### config.mk
export PLATFORM = sky130hd
export DESIGN_NAME = blocking_mean_std_error_core
export DESIGN_NICKNAME = d
export VERILOG_FILES = /design/src/hdl/bmse_pkg.sv /design/src/hdl/bmse_div.sv /design/src/hdl/bmse_sqrt.sv /design/src/hdl/bmse_ctrl.sv /design/src/hdl/bmse_dp.sv /design/src/hdl/blocking_mean_std_error_core.sv
export SDC_FILE = /design/constraint.sdc
export NUM_CORES = 2
export LEC_CHECK = 0
export ABC_AREA = 1
export BUFFER_PORTS_ARGS = -buffer_cell sky130_fd_sc_hd__buf_2
export CAP_MARGIN = 0
export CORE_MARGIN = 2
export CORE_UTILIZATION = 50
export CTS_BUF_LIST = sky130_fd_sc_hd__clkbuf_8 sky130_fd_sc_hd__clkbuf_16
export DETAILED_ROUTE_END_ITERATION = 10
export PLACE_DENSITY = 0.72
export SLEW_MARGIN = 25
export SYNTH_ARGS = -nofsm -noshare
export SYNTH_HDL_FRONTEND = slang
export SYNTH_SLANG_ARGS = --single-unit
### constraint.sdc
create_clock -name i_clk -period 7.2 [get_ports i_clk]
set_input_delay 0.36 -clock i_clk [delete_from_list [all_inputs] [get_ports i_clk]]
set_output_delay 0.36 -clock i_clk [all_outputs]
set_load 0.005 [all_outputs]
### src/hdl/bmse_pkg.sv
`timescale 1ns / 1ps
`default_nettype none
package bmse_pkg;

    localparam int SAMPLE_W   = 32;
    localparam int ACC_W      = 48;
    localparam int SQ_W       = 64;
    localparam int SIZE_W     = 16;
    localparam int MAX_BLOCKS = 65536;
    localparam int BLK_W      = $clog2(MAX_BLOCKS + 1);
    localparam int DIVR_W     = 17;
    localparam int STD_W      = 31;

    // Divider operand selection
    localparam logic [1:0] SEL_BLOCK = 2'd0;
    localparam logic [1:0] SEL_MEAN  = 2'd1;
    localparam logic [1:0] SEL_SQ    = 2'd2;
    localparam logic [1:0] SEL_VAR   = 2'd3;

    // Result status codes
    localparam logic [1:0] ST_OK    = 2'd0;
    localparam logic [1:0] ST_NOBLK = 2'd1;
    localparam logic [1:0] ST_OVF   = 2'd2;

    typedef struct packed {
        logic       accept;
        logic       div_start;
        logic       div_take;
        logic [1:0] sel;
        logic       mul;
        logic       blk_acc;
        logic       sqrt_start;
        logic       sqrt_take;
        logic       out_load;
    } t_cmd;

    typedef struct packed {
        logic close;
        logic last;
        logic div_done;
        logic sqrt_done;
        logic no_blocks;
        logic out_free;
    } t_stat;

endpackage
`default_nettype wire

### src/hdl/bmse_div.sv
`timescale 1ns / 1ps
`default_nettype none
module bmse_div
    import bmse_pkg::*;
(
    input  wire logic              i_clk,
    input  wire logic              i_rst_n,
    input  wire logic              i_start,
    input  wire logic [SQ_W-1:0]   i_dividend,
    input  wire logic [DIVR_W-1:0] i_divisor,
    output logic                   o_done,
    output logic [SQ_W-1:0]        o_quotient
);

    localparam int CNT_W = $clog2(SQ_W);

    logic              r_busy;
    logic              r_done;
    logic [CNT_W-1:0]  r_cnt;
    logic [SQ_W-1:0]   r_q;
    logic [DIVR_W-1:0] r_rem;
    logic [DIVR_W-1:0] r_d;
    logic [DIVR_W:0]   w_trial;
    logic              w_ge;

    // Restoring step: one quotient bit a cycle
    assign w_trial = {r_rem, r_q[SQ_W-1]};
    assign w_ge    = w_trial >= {1'b0, r_d};

    always_ff @(posedge i_clk) begin
        if (!i_rst_n) begin
            r_busy <= 1'b0;
            r_done <= 1'b0;
            r_cnt  <= '0;
        end else begin
            r_done <= 1'b0;
            if (i_start) begin
                r_busy <= 1'b1;
                r_cnt  <= '0;
            end else if (r_busy) begin
                r_cnt <= r_cnt + 1'b1;
                if (r_cnt == CNT_W'(SQ_W - 1)) begin
                    r_busy <= 1'b0;
                    r_done <= 1'b1;
                end
            end
        end
    end

    // Hold operands and shift the partial remainder
    always_ff @(posedge i_clk) begin
        if (i_start) begin
            r_q   <= i_dividend;
            r_rem <= '0;
            r_d   <= i_divisor;
        end else if (r_busy) begin
            r_q   <= {r_q[SQ_W-2:0], w_ge};
            r_rem <= w_ge ? DIVR_W'(w_trial - {1'b0, r_d}) : w_trial[DIVR_W-1:0];
        end
    end

    assign o_done     = r_done;
    assign o_quotient = r_q;

endmodule
`default_nettype wire

### src/hdl/bmse_sqrt.sv
`timescale 1ns / 1ps
`default_nettype none
module bmse_sqrt
    import bmse_pkg::*;
(
    input  wire logic            i_clk,
    input  wire logic            i_rst_n,
    input  wire logic            i_start,
    input  wire logic [SQ_W-1:0] i_radicand,
    output logic                 o_done,
    output logic [SQ_W/2-1:0]    o_root
);

    logic            r_busy;
    logic            r_done;
    logic [SQ_W-1:0] r_v;
    logic [SQ_W-1:0] r_r;
    logic [SQ_W-1:0] r_bit;
    logic [SQ_W:0]   w_sum;
    logic            w_ge;

    // One result bit a cycle
    assign w_sum = {1'b0, r_r} + {1'b0, r_bit};
    assign w_ge  = {1'b0, r_v} >= w_sum;

    always_ff @(posedge i_clk) begin
        if (!i_rst_n) begin
            r_busy <= 1'b0;
            r_done <= 1'b0;
        end else begin
            r_done <= 1'b0;
            if (i_start) begin
                r_busy <= 1'b1;
            end else if (r_busy && (r_bit == SQ_W'(1))) begin
                r_busy <= 1'b0;
                r_done <= 1'b1;
            end
        end
    end

    always_ff @(posedge i_clk) begin
        if (i_start) begin
            r_v   <= i_radicand;
            r_r   <= '0;
            r_bit <= {2'b01, {(SQ_W-2){1'b0}}};
        end else if (r_busy) begin
            if (w_ge) begin
                r_v <= r_v - w_sum[SQ_W-1:0];
                r_r <= (r_r >> 1) + r_bit;
            end else begin
                r_r <= r_r >> 1;
            end
            r_bit <= r_bit >> 2;
        end
    end

    assign o_done = r_done;
    assign o_root = r_r[SQ_W/2-1:0];

endmodule
`default_nettype wire

### src/hdl/bmse_ctrl.sv
`timescale 1ns / 1ps
`default_nettype none
module bmse_ctrl
    import bmse_pkg::*;
(
    input  wire logic  i_clk,
    input  wire logic  i_rst_n,
    input  wire logic  i_in_valid,
    input  wire logic  i_last,
    input  wire t_stat i_stat,
    output logic       o_in_ready,
    output t_cmd       o_cmd
);

    localparam logic [3:0] S_IDLE   = 4'd0;
    localparam logic [3:0] S_BSTART = 4'd1;
    localparam logic [3:0] S_BDIV   = 4'd2;
    localparam logic [3:0] S_BMUL   = 4'd3;
    localparam logic [3:0] S_BACC   = 4'd4;
    localparam logic [3:0] S_FIN    = 4'd5;
    localparam logic [3:0] S_EDIV   = 4'd6;
    localparam logic [3:0] S_EMUL   = 4'd7;
    localparam logic [3:0] S_QDIV   = 4'd8;
    localparam logic [3:0] S_VSTART = 4'd9;
    localparam logic [3:0] S_VDIV   = 4'd10;
    localparam logic [3:0] S_RSTART = 4'd11;
    localparam logic [3:0] S_RWAIT  = 4'd12;
    localparam logic [3:0] S_OUT    = 4'd13;

    logic [3:0] r_state;
    logic [3:0] n_state;

    always_ff @(posedge i_clk) begin
        if (!i_rst_n) begin
            r_state <= S_IDLE;
        end else begin
            r_state <= n_state;
        end
    end

    // Accept samples, sequence block close and final statistics, and load the result
    always_comb begin
        n_state = r_state;
        o_cmd   = '0;
        unique case (r_state)
            S_IDLE: begin
                if (i_in_valid) begin
                    o_cmd.accept = 1'b1;
                    if (i_stat.close) begin
                        n_state = S_BSTART;
                    end else if (i_last) begin
                        n_state = S_FIN;
                    end
                end
            end
            S_BSTART: begin
                o_cmd.div_start = 1'b1;
                o_cmd.sel       = SEL_BLOCK;
                n_state         = S_BDIV;
            end
            S_BDIV: begin
                o_cmd.sel = SEL_BLOCK;
                if (i_stat.div_done) begin
                    o_cmd.div_take = 1'b1;
                    n_state        = S_BMUL;
                end
            end
            S_BMUL: begin
                o_cmd.mul = 1'b1;
                n_state   = S_BACC;
            end
            S_BACC: begin
                o_cmd.blk_acc = 1'b1;
                n_state       = i_stat.last ? S_FIN : S_IDLE;
            end
            S_FIN: begin
                if (i_stat.no_blocks) begin
                    n_state = S_OUT;
                end else begin
                    o_cmd.div_start = 1'b1;
                    o_cmd.sel       = SEL_MEAN;
                    n_state         = S_EDIV;
                end
            end
            S_EDIV: begin
                o_cmd.sel = SEL_MEAN;
                if (i_stat.div_done) begin
                    o_cmd.div_take = 1'b1;
                    n_state        = S_EMUL;
                end
            end
            S_EMUL: begin
                o_cmd.mul       = 1'b1;
                o_cmd.div_start = 1'b1;
                o_cmd.sel       = SEL_SQ;
                n_state         = S_QDIV;
            end
            S_QDIV: begin
                o_cmd.sel = SEL_SQ;
                if (i_stat.div_done) begin
                    o_cmd.div_take = 1'b1;
                    n_state        = S_VSTART;
                end
            end
            S_VSTART: begin
                o_cmd.div_start = 1'b1;
                o_cmd.sel       = SEL_VAR;
                n_state         = S_VDIV;
            end
            S_VDIV: begin
                o_cmd.sel = SEL_VAR;
                if (i_stat.div_done) begin
                    o_cmd.div_take = 1'b1;
                    n_state        = S_RSTART;
                end
            end
            S_RSTART: begin
                o_cmd.sqrt_start = 1'b1;
                n_state          = S_RWAIT;
            end
            S_RWAIT: begin
                if (i_stat.sqrt_done) begin
                    o_cmd.sqrt_take = 1'b1;
                    n_state         = S_OUT;
                end
            end
            S_OUT: begin
                if (i_stat.out_free) begin
                    o_cmd.out_load = 1'b1;
                    n_state        = S_IDLE;
                end
            end
            default: begin
                n_state = S_IDLE;
            end
        endcase
    end

    assign o_in_ready = (r_state == S_IDLE);

endmodule
`default_nettype wire

### src/hdl/bmse_dp.sv
`timescale 1ns / 1ps
`default_nettype none
module bmse_dp
    import bmse_pkg::*;
(
    input  wire logic                i_clk,
    input  wire logic                i_rst_n,
    input  wire t_cmd                i_cmd,
    output t_stat                    o_stat,
    input  wire logic [SAMPLE_W-1:0] i_sample,
    input  wire logic                i_last,
    input  wire logic [SIZE_W-1:0]   i_grp_len,
    input  wire logic                i_out_ready,
    output logic                     o_out_valid,
    output logic [SAMPLE_W-1:0]      o_mean,
    output logic [STD_W-1:0]         o_std_error,
    output logic [BLK_W-1:0]         o_blocks_used,
    output logic [1:0]               o_status
);

    localparam logic [ACC_W-1:0]    ACC_MAX = {1'b0, {(ACC_W-1){1'b1}}};
    localparam logic [ACC_W-1:0]    ACC_MIN = {1'b1, {(ACC_W-1){1'b0}}};
    localparam logic [SQ_W-1:0]     V_MAX   = {{(SQ_W-ACC_W){1'b0}}, {ACC_W{1'b1}}};
    localparam logic [SAMPLE_W-1:0] OUT_MAX = {1'b0, {(SAMPLE_W-1){1'b1}}};
    localparam logic [SAMPLE_W-1:0] OUT_MIN = {1'b1, {(SAMPLE_W-1){1'b0}}};

    typedef struct packed {
        logic                flag;
        logic [SAMPLE_W-1:0] m;
        logic [SAMPLE_W-1:0] mag;
    } t_clamp;

    // Signed quotient from magnitude, clamped to the output range
    function automatic t_clamp f_clamp(input logic [SQ_W-1:0] q, input logic neg);
        t_clamp c;
        c.flag = 1'b0;
        if (!neg && (q > {{(SQ_W-SAMPLE_W){1'b0}}, OUT_MAX})) begin
            c.flag = 1'b1;
            c.m    = OUT_MAX;
            c.mag  = OUT_MAX;
        end else if (neg && (q > {{(SQ_W-SAMPLE_W){1'b0}}, OUT_MIN})) begin
            c.flag = 1'b1;
            c.m    = OUT_MIN;
            c.mag  = OUT_MIN;
        end else begin
            c.mag = q[SAMPLE_W-1:0];
            c.m   = neg ? (~q[SAMPLE_W-1:0] + 1'b1) : q[SAMPLE_W-1:0];
        end
        return c;
    endfunction

    // Series state
    logic [SIZE_W-1:0]   r_fill;
    logic [ACC_W-1:0]    r_bsum;
    logic [BLK_W-1:0]    r_bcount;
    logic [ACC_W-1:0]    r_msum;
    logic [SQ_W-1:0]     r_ssum;
    logic                r_ovf;
    logic                r_last;
    // Working registers
    logic [SAMPLE_W-1:0] r_m;
    logic [SAMPLE_W-1:0] r_mag;
    logic [SQ_W-1:0]     r_prod;
    logic [SQ_W-1:0]     r_acc;
    logic                r_neg;
    logic [STD_W-1:0]    r_std;
    // Result register
    logic                r_ovalid;
    logic [SAMPLE_W-1:0] r_omean;
    logic [STD_W-1:0]    r_ostd;
    logic [BLK_W-1:0]    r_oblk;
    logic [1:0]          r_ostat;

    logic [SIZE_W-1:0]   w_size;
    logic                w_close;
    logic [ACC_W-1:0]    w_samp;
    logic [ACC_W:0]      w_badd;
    logic                w_bovf;
    logic [ACC_W-1:0]    w_bsat;
    logic [ACC_W:0]      w_madd;
    logic                w_movf;
    logic [ACC_W-1:0]    w_msat;
    logic [SQ_W:0]       w_sadd;
    logic [ACC_W-1:0]    w_babs;
    logic [ACC_W-1:0]    w_mabs;
    logic [SQ_W-1:0]     w_dividend;
    logic [DIVR_W-1:0]   w_divisor;
    logic                w_neg;
    logic                w_div_done;
    logic [SQ_W-1:0]     w_quot;
    logic                w_sqrt_done;
    logic [SQ_W/2-1:0]   w_root;
    logic [SQ_W-1:0]     w_esq;
    t_clamp              w_clamp;

    // Block size of zero counts as one
    assign w_size  = (i_grp_len == '0) ? SIZE_W'(1) : i_grp_len;
    assign w_close = ({1'b0, r_fill} + 1'b1) >= {1'b0, w_size};

    // Saturating block sum
    assign w_samp = {{(ACC_W-SAMPLE_W){i_sample[SAMPLE_W-1]}}, i_sample};
    assign w_badd = {r_bsum[ACC_W-1], r_bsum} + {w_samp[ACC_W-1], w_samp};
    assign w_bovf = w_badd[ACC_W] ^ w_badd[ACC_W-1];
    assign w_bsat = w_bovf ? (w_badd[ACC_W] ? ACC_MIN : ACC_MAX) : w_badd[ACC_W-1:0];

    // Saturating sum of block means and of squares
    assign w_madd = {r_msum[ACC_W-1], r_msum}
                  + {{(ACC_W-SAMPLE_W+1){r_m[SAMPLE_W-1]}}, r_m};
    assign w_movf = w_madd[ACC_W] ^ w_madd[ACC_W-1];
    assign w_msat = w_movf ? (w_madd[ACC_W] ? ACC_MIN : ACC_MAX) : w_madd[ACC_W-1:0];
    assign w_sadd = {1'b0, r_ssum} + {17'd0, r_prod[SQ_W-1:16]};

    assign w_babs = r_bsum[ACC_W-1] ? (~r_bsum + 1'b1) : r_bsum;
    assign w_mabs = r_msum[ACC_W-1] ? (~r_msum + 1'b1) : r_msum;
    assign w_esq  = {16'd0, r_prod[SQ_W-1:16]};
    assign w_clamp = f_clamp(w_quot, r_neg);

    // Pick divider operands
    always_comb begin
        case (i_cmd.sel)
            SEL_BLOCK: begin
                w_dividend = {{(SQ_W-ACC_W){1'b0}}, w_babs};
                w_divisor  = {1'b0, r_fill};
                w_neg      = r_bsum[ACC_W-1];
            end
            SEL_MEAN: begin
                w_dividend = {{(SQ_W-ACC_W){1'b0}}, w_mabs};
                w_divisor  = r_bcount;
                w_neg      = r_msum[ACC_W-1];
            end
            SEL_SQ: begin
                w_dividend = r_ssum;
                w_divisor  = r_bcount;
                w_neg      = 1'b0;
            end
            default: begin
                w_dividend = r_acc;
                w_divisor  = r_bcount;
                w_neg      = 1'b0;
            end
        endcase
    end

    bmse_div u_div (
        .i_clk      (i_clk),
        .i_rst_n    (i_rst_n),
        .i_start    (i_cmd.div_start),
        .i_dividend (w_dividend),
        .i_divisor  (w_divisor),
        .o_done     (w_div_done),
        .o_quotient (w_quot)
    );

    bmse_sqrt u_sqrt (
        .i_clk      (i_clk),
        .i_rst_n    (i_rst_n),
        .i_start    (i_cmd.sqrt_start),
        .i_radicand ({r_acc[ACC_W-1:0], 16'd0}),
        .o_done     (w_sqrt_done),
        .o_root     (w_root)
    );

    // Update series state
    always_ff @(posedge i_clk) begin
        if (!i_rst_n) begin
            r_fill   <= '0;
            r_bsum   <= '0;
            r_bcount <= '0;
            r_msum   <= '0;
            r_ssum   <= '0;
            r_ovf    <= 1'b0;
            r_last   <= 1'b0;
        end else if (i_cmd.accept) begin
            r_bsum <= w_bsat;
            r_fill <= r_fill + 1'b1;
            r_last <= i_last;
            if (w_bovf) begin
                r_ovf <= 1'b1;
            end
        end else if (i_cmd.div_take && (i_cmd.sel == SEL_BLOCK || i_cmd.sel == SEL_MEAN)) begin
            if (w_clamp.flag) begin
                r_ovf <= 1'b1;
            end
        end else if (i_cmd.blk_acc) begin
            r_fill <= '0;
            r_bsum <= '0;
            if (r_bcount >= BLK_W'(MAX_BLOCKS)) begin
                r_ovf <= 1'b1;
            end else begin
                r_bcount <= r_bcount + 1'b1;
                r_msum   <= w_msat;
                if (w_sadd[SQ_W]) begin
                    r_ssum <= '1;
                end else begin
                    r_ssum <= w_sadd[SQ_W-1:0];
                end
                if (w_movf || w_sadd[SQ_W]) begin
                    r_ovf <= 1'b1;
                end
            end
        end else if (i_cmd.out_load) begin
            r_fill   <= '0;
            r_bsum   <= '0;
            r_bcount <= '0;
            r_msum   <= '0;
            r_ssum   <= '0;
            r_ovf    <= 1'b0;
            r_last   <= 1'b0;
        end
    end

    // Working values along the close and finish sequences
    always_ff @(posedge i_clk) begin
        if (i_cmd.div_start) begin
            r_neg <= w_neg;
        end
        if (i_cmd.mul) begin
            r_prod <= r_mag * r_mag;
        end
        if (i_cmd.div_take) begin
            case (i_cmd.sel)
                SEL_SQ: begin
                    r_acc <= (w_quot > w_esq) ? (w_quot - w_esq) : '0;
                end
                SEL_VAR: begin
                    r_acc <= (w_quot > V_MAX) ? V_MAX : w_quot;
                end
                default: begin
                    r_m   <= w_clamp.m;
                    r_mag <= w_clamp.mag;
                end
            endcase
        end
        if (i_cmd.sqrt_take) begin
            r_std <= w_root[SQ_W/2-1] ? '1 : w_root[STD_W-1:0];
        end
    end

    // Result register: hold until taken
    always_ff @(posedge i_clk) begin
        if (!i_rst_n) begin
            r_ovalid <= 1'b0;
        end else if (i_cmd.out_load) begin
            r_ovalid <= 1'b1;
        end else if (i_out_ready) begin
            r_ovalid <= 1'b0;
        end
    end

    always_ff @(posedge i_clk) begin
        if (i_cmd.out_load) begin
            if (r_bcount == '0) begin
                r_omean <= '0;
                r_ostd  <= '0;
                r_oblk  <= '0;
                r_ostat <= ST_NOBLK;
            end else begin
                r_omean <= r_m;
                r_ostd  <= r_std;
                r_oblk  <= r_bcount;
                r_ostat <= r_ovf ? ST_OVF : ST_OK;
            end
        end
    end

    assign o_stat.close     = w_close;
    assign o_stat.last      = r_last;
    assign o_stat.div_done  = w_div_done;
    assign o_stat.sqrt_done = w_sqrt_done;
    assign o_stat.no_blocks = (r_bcount == '0);
    assign o_stat.out_free  = !r_ovalid || i_out_ready;

    assign o_out_valid   = r_ovalid;
    assign o_mean        = r_omean;
    assign o_std_error   = r_ostd;
    assign o_blocks_used = r_oblk;
    assign o_status      = r_ostat;

endmodule
`default_nettype wire

### src/hdl/blocking_mean_std_error_core.sv
// A sample that leaves its block open is taken without holding the input; one that
// closes a block holds the input while a 64-step serial divide forms the block mean.
// A last sample then adds three 64-step divides and a 32-step root;
// with no full block it goes straight to the result. The input stays held until
// the result is loaded into the output register, so an output stall holds it too.
// Synchronous active-low reset clears all sums and sets the group length to 10.
`timescale 1ns / 1ps
`default_nettype none
module blocking_mean_std_error_core
    import bmse_pkg::*;
(
    input  wire logic                i_clk,
    input  wire logic                i_rst_n,
    // Sample channel
    input  wire logic                i_in_valid,
    output logic                     o_in_ready,
    input  wire logic [SAMPLE_W-1:0] i_sample,
    input  wire logic                i_last,
    // Result channel
    output logic                     o_out_valid,
    input  wire logic                i_out_ready,
    output logic [SAMPLE_W-1:0]      o_mean,
    output logic [STD_W-1:0]         o_std_error,
    output logic [BLK_W-1:0]         o_blocks_used,
    output logic [1:0]               o_status,
    // Register port
    input  wire logic                psel,
    input  wire logic                penable,
    input  wire logic                pwrite,
    input  wire logic [1:0]          paddr,
    input  wire logic [31:0]         pwdata,
    output logic [31:0]              prdata,
    output logic                     pready
);

    logic [SIZE_W-1:0] r_grp_len;
    t_cmd              w_cmd;
    t_stat             w_stat;

    // Block size register
    always_ff @(posedge i_clk) begin
        if (!i_rst_n) begin
            r_grp_len <= SIZE_W'(10);
        end else if (psel && penable && pwrite) begin
            r_grp_len <= pwdata[SIZE_W-1:0];
        end
    end

    assign prdata = (paddr == 2'd0) ? {16'd0, r_grp_len} : 32'd0;
    assign pready = 1'b1;

    bmse_ctrl u_ctrl (
        .i_clk      (i_clk),
        .i_rst_n    (i_rst_n),
        .i_in_valid (i_in_valid),
        .i_last     (i_last),
        .i_stat     (w_stat),
        .o_in_ready (o_in_ready),
        .o_cmd      (w_cmd)
    );

    bmse_dp u_dp (
        .i_clk         (i_clk),
        .i_rst_n       (i_rst_n),
        .i_cmd         (w_cmd),
        .o_stat        (w_stat),
        .i_sample      (i_sample),
        .i_last        (i_last),
        .i_grp_len     (r_grp_len),
        .i_out_ready   (i_out_ready),
        .o_out_valid   (o_out_valid),
        .o_mean        (o_mean),
        .o_std_error   (o_std_error),
        .o_blocks_used (o_blocks_used),
        .o_status      (o_status)
    );

endmodule
`default_nettype wire

## Word level (Yosys, flattened, before mapping)

Cells that the tools add are included.

- Bits of input ports: 74
- Output and inout bits: 117
- Flip-flop bits (word level): 790

- Bitwise operators: 10
- $mul: 1
- Equal/unequal tests: 32
- Add/sub/neg operators: 15
- Multiplexer cells: 90
- Reductions and logical operators: 44
- $lt $le $gt $ge: 8

Operators by type and width:

| kind | number |
|---|---|
| 64-bit two-way mux | 13 |
| 48-bit two-way mux | 12 |
| 64-bit one-hot mux with 3 select lines | 1 |
| 64-bit one-hot mux with 2 select lines | 1 |
| 16-bit two-way mux | 7 |
| 48-bit by 32-bit adder with 49-bit output | 2 |
| 48-bit by 1-bit adder with 48-bit output, second input constant | 2 |
| 48-bit inverter | 2 |
| 17-bit two-way mux | 4 |
| 64-bit by 48-bit adder with 65-bit output | 1 |
| 64-bit by 63-bit adder with 65-bit output | 1 |
| 64-bit by 65-bit greater-or-equal comparator with 1-bit output | 1 |
| 65-bit two-way mux | 1 |
| 63-bit by 63-bit adder with 64-bit output | 1 |
| 64-bit by 31-bit > comparator with 1-bit output, second input constant | 1 |
| 64-bit by 32-bit > comparator with 1-bit output, second input constant | 1 |
| 64-bit by 48-bit > comparator with 1-bit output | 1 |
| 64-bit by 48-bit > comparator with 1-bit output, second input constant | 1 |
| 32-bit by 32-bit multiplier with 64-bit output | 1 |
| 64-bit by 48-bit subtractor with 64-bit output | 1 |
| 64-bit subtractor | 1 |
| 4-bit one-hot mux with 14 select lines | 1 |
| 4-bit two-way mux | 10 |
| 1-bit two-way mux | 34 |
| 47 further kinds | 99 |

## Longest topological paths before layout

- Depth after elaboration: 8
- Mapped depth: 35
- Depth with buffers taken out: 33

## Hierarchy

Synthesis repeated with hierarchy kept, for this count alone.

- Cells, all modules: 13,703
- Area, all modules: 95,836.9 sq um

Modules (own cells, without submodules):

| module | times used | sequential area each (sq um) | area each (sq um) | cells an instance |
|---|---|---|---|---|
| bmse_dp | 1 | 12,602.1 | 70,263.6 | 9,672 |
| bmse_sqrt | 1 | 3,883.7 | 18,605.3 | 3,112 |
| bmse_div | 1 | 2,932.8 | 5,612.9 | 689 |
| blocking_mean_std_error_core | 1 | 320.3 | 913.4 | 138 |
| bmse_ctrl | 1 | 80.1 | 441.7 | 92 |

## Worst setup path after synthesis

Ideal clock, no wire load.

- Path type: flip-flop to flip-flop
- From: register u_dp.r_mag[2]
- To: register u_dp.r_prod[52] (data pin)
- Data arrival time: 6.988 ns
- Cell stages (with the launch flop): 31
- Period minus slack after synthesis: 7.240 ns
- Library setup time: 0.252 ns
- Slack: -0.040 ns
- Required time: 6.948 ns
- Cells stage by stage: edfxtp_1 clkbuf_1 buf_1 nand2_1 fa_1 inv_1 fa_1 inv_1 fa_1 fa_1 inv_1 fa_1 inv_1 fa_1 inv_1 fa_1 inv_1 fa_1 inv_1 ha_1 nand2_1 nor2_1 inv_1 nor3_1 nand2_1 o211ai_1 a21oi_1 o21bai_1 nand2_1 nand3_1 nand2_1

- Word-level cells in the longest chain between the ends: 1

Ends and longest elaborated chain:

| what | line | source |
|---|---|---|
| start, declared | bmse_dp.sv:62 | `logic [SAMPLE_W-1:0] r_mag;` |
| start signal, assigned | bmse_dp.sv:230 | `r_mag <= w_clamp.mag;` |
| 32-bit by 32-bit multiplier with 64-bit output | bmse_dp.sv:218 | `r_prod <= r_mag * r_mag;` |
| end signal, assigned | bmse_dp.sv:218 |  |
| end, declared | bmse_dp.sv:63 | `logic [SQ_W-1:0] r_prod;` |

Every way passes these cells.
A chain may end at the register's enable or synchronous reset.

## Worst setup path after layout

- From: register u_dp.r_mag[7]
- To: register u_dp.r_prod[56] (data pin)

The elaborated chain is that of the path after synthesis.

==> impl_metrics.env <==
export IMPL_maxSlewViolCount=0
export IMPL_cpPeakStageDelay_ns=0.55
export IMPL_die_w_um=434
export IMPL_gr_usage_met2=0.563
export IMPL_num_io_pins=191
export IMPL_yosysTopAreaCellShare=0.174
export IMPL_drcViolationCount=0
export IMPL_grt_ovfl_total=0
export IMPL_clockBufferDepth=3
export IMPL_cts_max_level=3
export IMPL_grt_max_degree=141
export IMPL_synth_ff_type="edfxtp_1"
export IMPL_max_cap_violations=0
export IMPL_wl_per_cell_um=21.1
export IMPL_required_ns=7.72
export IMPL_finalCriticalPeriod_ns=7.16
export IMPL_portBuffers=157
export IMPL_postLayoutCellArea_um2=104000
export IMPL_drt_iter0_drc=8660
export IMPL_track_usage=0.347
export IMPL_finalWirelength_um=334000
export IMPL_viasPerCell=5.55
export IMPL_hold_viol_final=0
export IMPL_detail_route_antenna_nets=0
export IMPL_worst_slew_pin_slew_ns=1.19
export IMPL_yosysUniqueCellTypes=74
export IMPL_gp_congestion=1.06
export IMPL_fmax_mhz=140
export IMPL_syn_area_um2=92300
export IMPL_fin_crit_sh=0.994
export IMPL_fin_tns_setup_ns=0
export IMPL_antenna_found_initial=16
export IMPL_synth_most_common_cell="nand2_1"
export IMPL_finalPower_mw=36.1
export IMPL_core_um2=183000
export IMPL_cp_arrival_ns=7.68
export IMPL_synth_area_leaders="fa_1 (17%), edfxtp_1 (14%), nand2_1 (11%)"
export IMPL_die_h_um=434
export IMPL_dieArea_um2=188000
export IMPL_status="finished clean"
export IMPL_yosys_warnings=0
export IMPL_initial_core_util=0.503
export IMPL_cts_buffers=92
export IMPL_final_core_util=0.566
export IMPL_postPlaceCellArea_um2=98100
export IMPL_path_clk_slew_ns=0.06
export IMPL_cts_sinks=773
export IMPL_rows=157
export IMPL_critPathKind="flip-flop to flip-flop"
export IMPL_synth_edf_count=418
export IMPL_grt_pass1_vias=84978
export IMPL_p_per_area_nw_per_um2=348
export IMPL_worst_path_max_fanout=6
export IMPL_cpMaxStageDelayCell="fa_1"
export IMPL_drive_gt1_frac=0.0942
export IMPL_grt_util_met3=0.0530
export IMPL_setup_violations=0
export IMPL_relSlewSlack=0.198
export IMPL_crit_path_start_kind="flip-flop"
export IMPL_ir_worst_vdd_uv=340
export IMPL_syn2layout_area_growth_pct=12.5
export IMPL_clk_latency_ns=0.77
export IMPL_hold_class="primary input to flip-flop"
export IMPL_synthTopCellsByCount="nand2_1 (2715), inv_1 (2578), nor2_1 (1227)"
export IMPL_use_met1=0.446
export IMPL_yosysTopAreaCell="fa_1"
export IMPL_grt_pass1_wl_um=498000
export IMPL_async_reset_ff_frac=0
export IMPL_nets=14778
export IMPL_tritoncts="yes"
export IMPL_cts_root_buf="clkbuf_16"
export IMPL_synth_seq_cells=773
export IMPL_dr_pass1_iters=8
export IMPL_rsz0062_at_grt="true"
export IMPL_dpl_hpwl_um=271000
export IMPL_total_leakage_power_nw=50.3
export IMPL_num_vias=87685
export IMPL_synthCells=12865
export IMPL_top_usage_layer="met2"
export IMPL_ys_seq_area_frac=0.213
export IMPL_path_common_cell="fa_1"
export IMPL_avgSynthCellArea_um2=7.17
export IMPL_skew_ns=0.0446
export IMPL_end_kind="flip-flop"
## state kept, by name, summed over array words and instances, names as in the netlist, 32 cells and up
signal,flops
u_dp.r_msum,48
u_dp.u_div.o_quotient,64
u_dp.u_sqrt.r_bit,32
u_dp.r_m,32
u_dp.r_bsum,48
u_dp.r_acc,64
u_dp.r_prod,48
u_dp.o_mean,32
u_dp.r_ssum,64
u_dp.u_sqrt.r_v,64
u_dp.u_sqrt.r_r,64
## cell usage in the layout (no fill, tap or decap), types with 400 or more instances in the layout
cell type / n
a21oi_1: 885
buf_4: 400
edfxtp_1: 418
fa_1: 766
ha_1: 610
inv_1: 2536
nand2_1: 2638
nand3_1: 475
nor2_1: 1181
o21ai_0: 788
## metrics by stage
step / hold WS [ns] / setup slack (ns) / instances
2_1_floorplan: 0.436 / 0.00129 / 12881
3_3_place_gp: 0.425 / -0.152 / 15545
3_5_place_dp: 0.448 / -0.227 / 15546
4_1_cts: 0.0653 / 0.000509 / 15746
5_1_grt: 0.127 / -0.150 / 15793
6_report: 0.0980 / 0.0409 / 15800
## cell type report
type	instances	area (µm²)
Inverter	2597	9760
Antenna cell	7	17.5
Clock buffer	105	2540
Multi-Input combinational cell	9125	62800
Sequential cell	773	19700
Tap cell	2464	3080
Clock inverter	67	609
Fill cell	17611	79500
Timing Repair Buffer	662	5320
## where the power goes
part	internal, mW	switching [mW]	total, mW	leakage [nW]
Clock	2.80	2.15	4.95	1.59
Sequential	5.94	1.61	7.55	6.66
Combinational	7.34	16.3	23.6	42.1
## worst paths after layout
| path | startpoint | endpoint | slack [ns] | cells past startpoint |
|---|---|---|---|---|
| worst max-delay path | u_dp.r_mag[7]$_SDFFCE_PP1P_ | u_dp.r_prod[56]$_DFFE_PP_ | 0.04 | 29 |
| worst min-delay path | i_sample[0] | u_dp.r_bsum[0]$_SDFFE_PN0P_ | 0.1 | 4 |
| worst max register to register | u_dp.r_mag[7]$_SDFFCE_PP1P_ | u_dp.r_prod[56]$_DFFE_PP_ | 0.04 | 29 |
| worst min register to register | u_dp.r_bcount[13]$_SDFFE_PN0P_ | u_dp.o_blocks_used[13]$_SDFFCE_PP0P_ | 0.46 | 0 |
## timing repair
item | 4_1_cts | 5_1_grt
cloned | 0 | 6
setup endpoints to repair | 29 | 42
setup buffers | 10 | 43
pin swaps | 17 | 204
gates resized for setup | 62 | 404
hold endpoints to repair | 18 | 0
hold buffers | 18 | 0
## logic make-up (layout without fill, tap and decap cells)
family	after synthesis	in the layout	synth area share
xor+xnor	507	507	0.0481
buf+inv	2983	3431	0.124
mux	1	1	0.000122
flops	773	773	0.213
compound gates	2281	2281	0.136
fa+ha+maj	1453	1453	0.262
simple gates	4865	4865	0.216
other cells	2	25	0.0000814
## worst max-delay path: cells and delay by family, from the launching register on
family / cells / cell delay (ns)
flops: 1 / 0.47
compound gates: 1 / 0.08
xor+xnor: 1 / 0.14
simple gates: 9 / 0.97
fa+ha+maj: 9 / 4.31
buf+inv: 9 / 0.94
## metal layers
metal  vias to the layer above  wire (µm)
li1                      41588          -
met3                       856      27700
met1                     41466     133000
met5                         -        115
met2                      3757     152000
met4                        18      21000
Note: power is estimated with default switching activity, not from simulation.
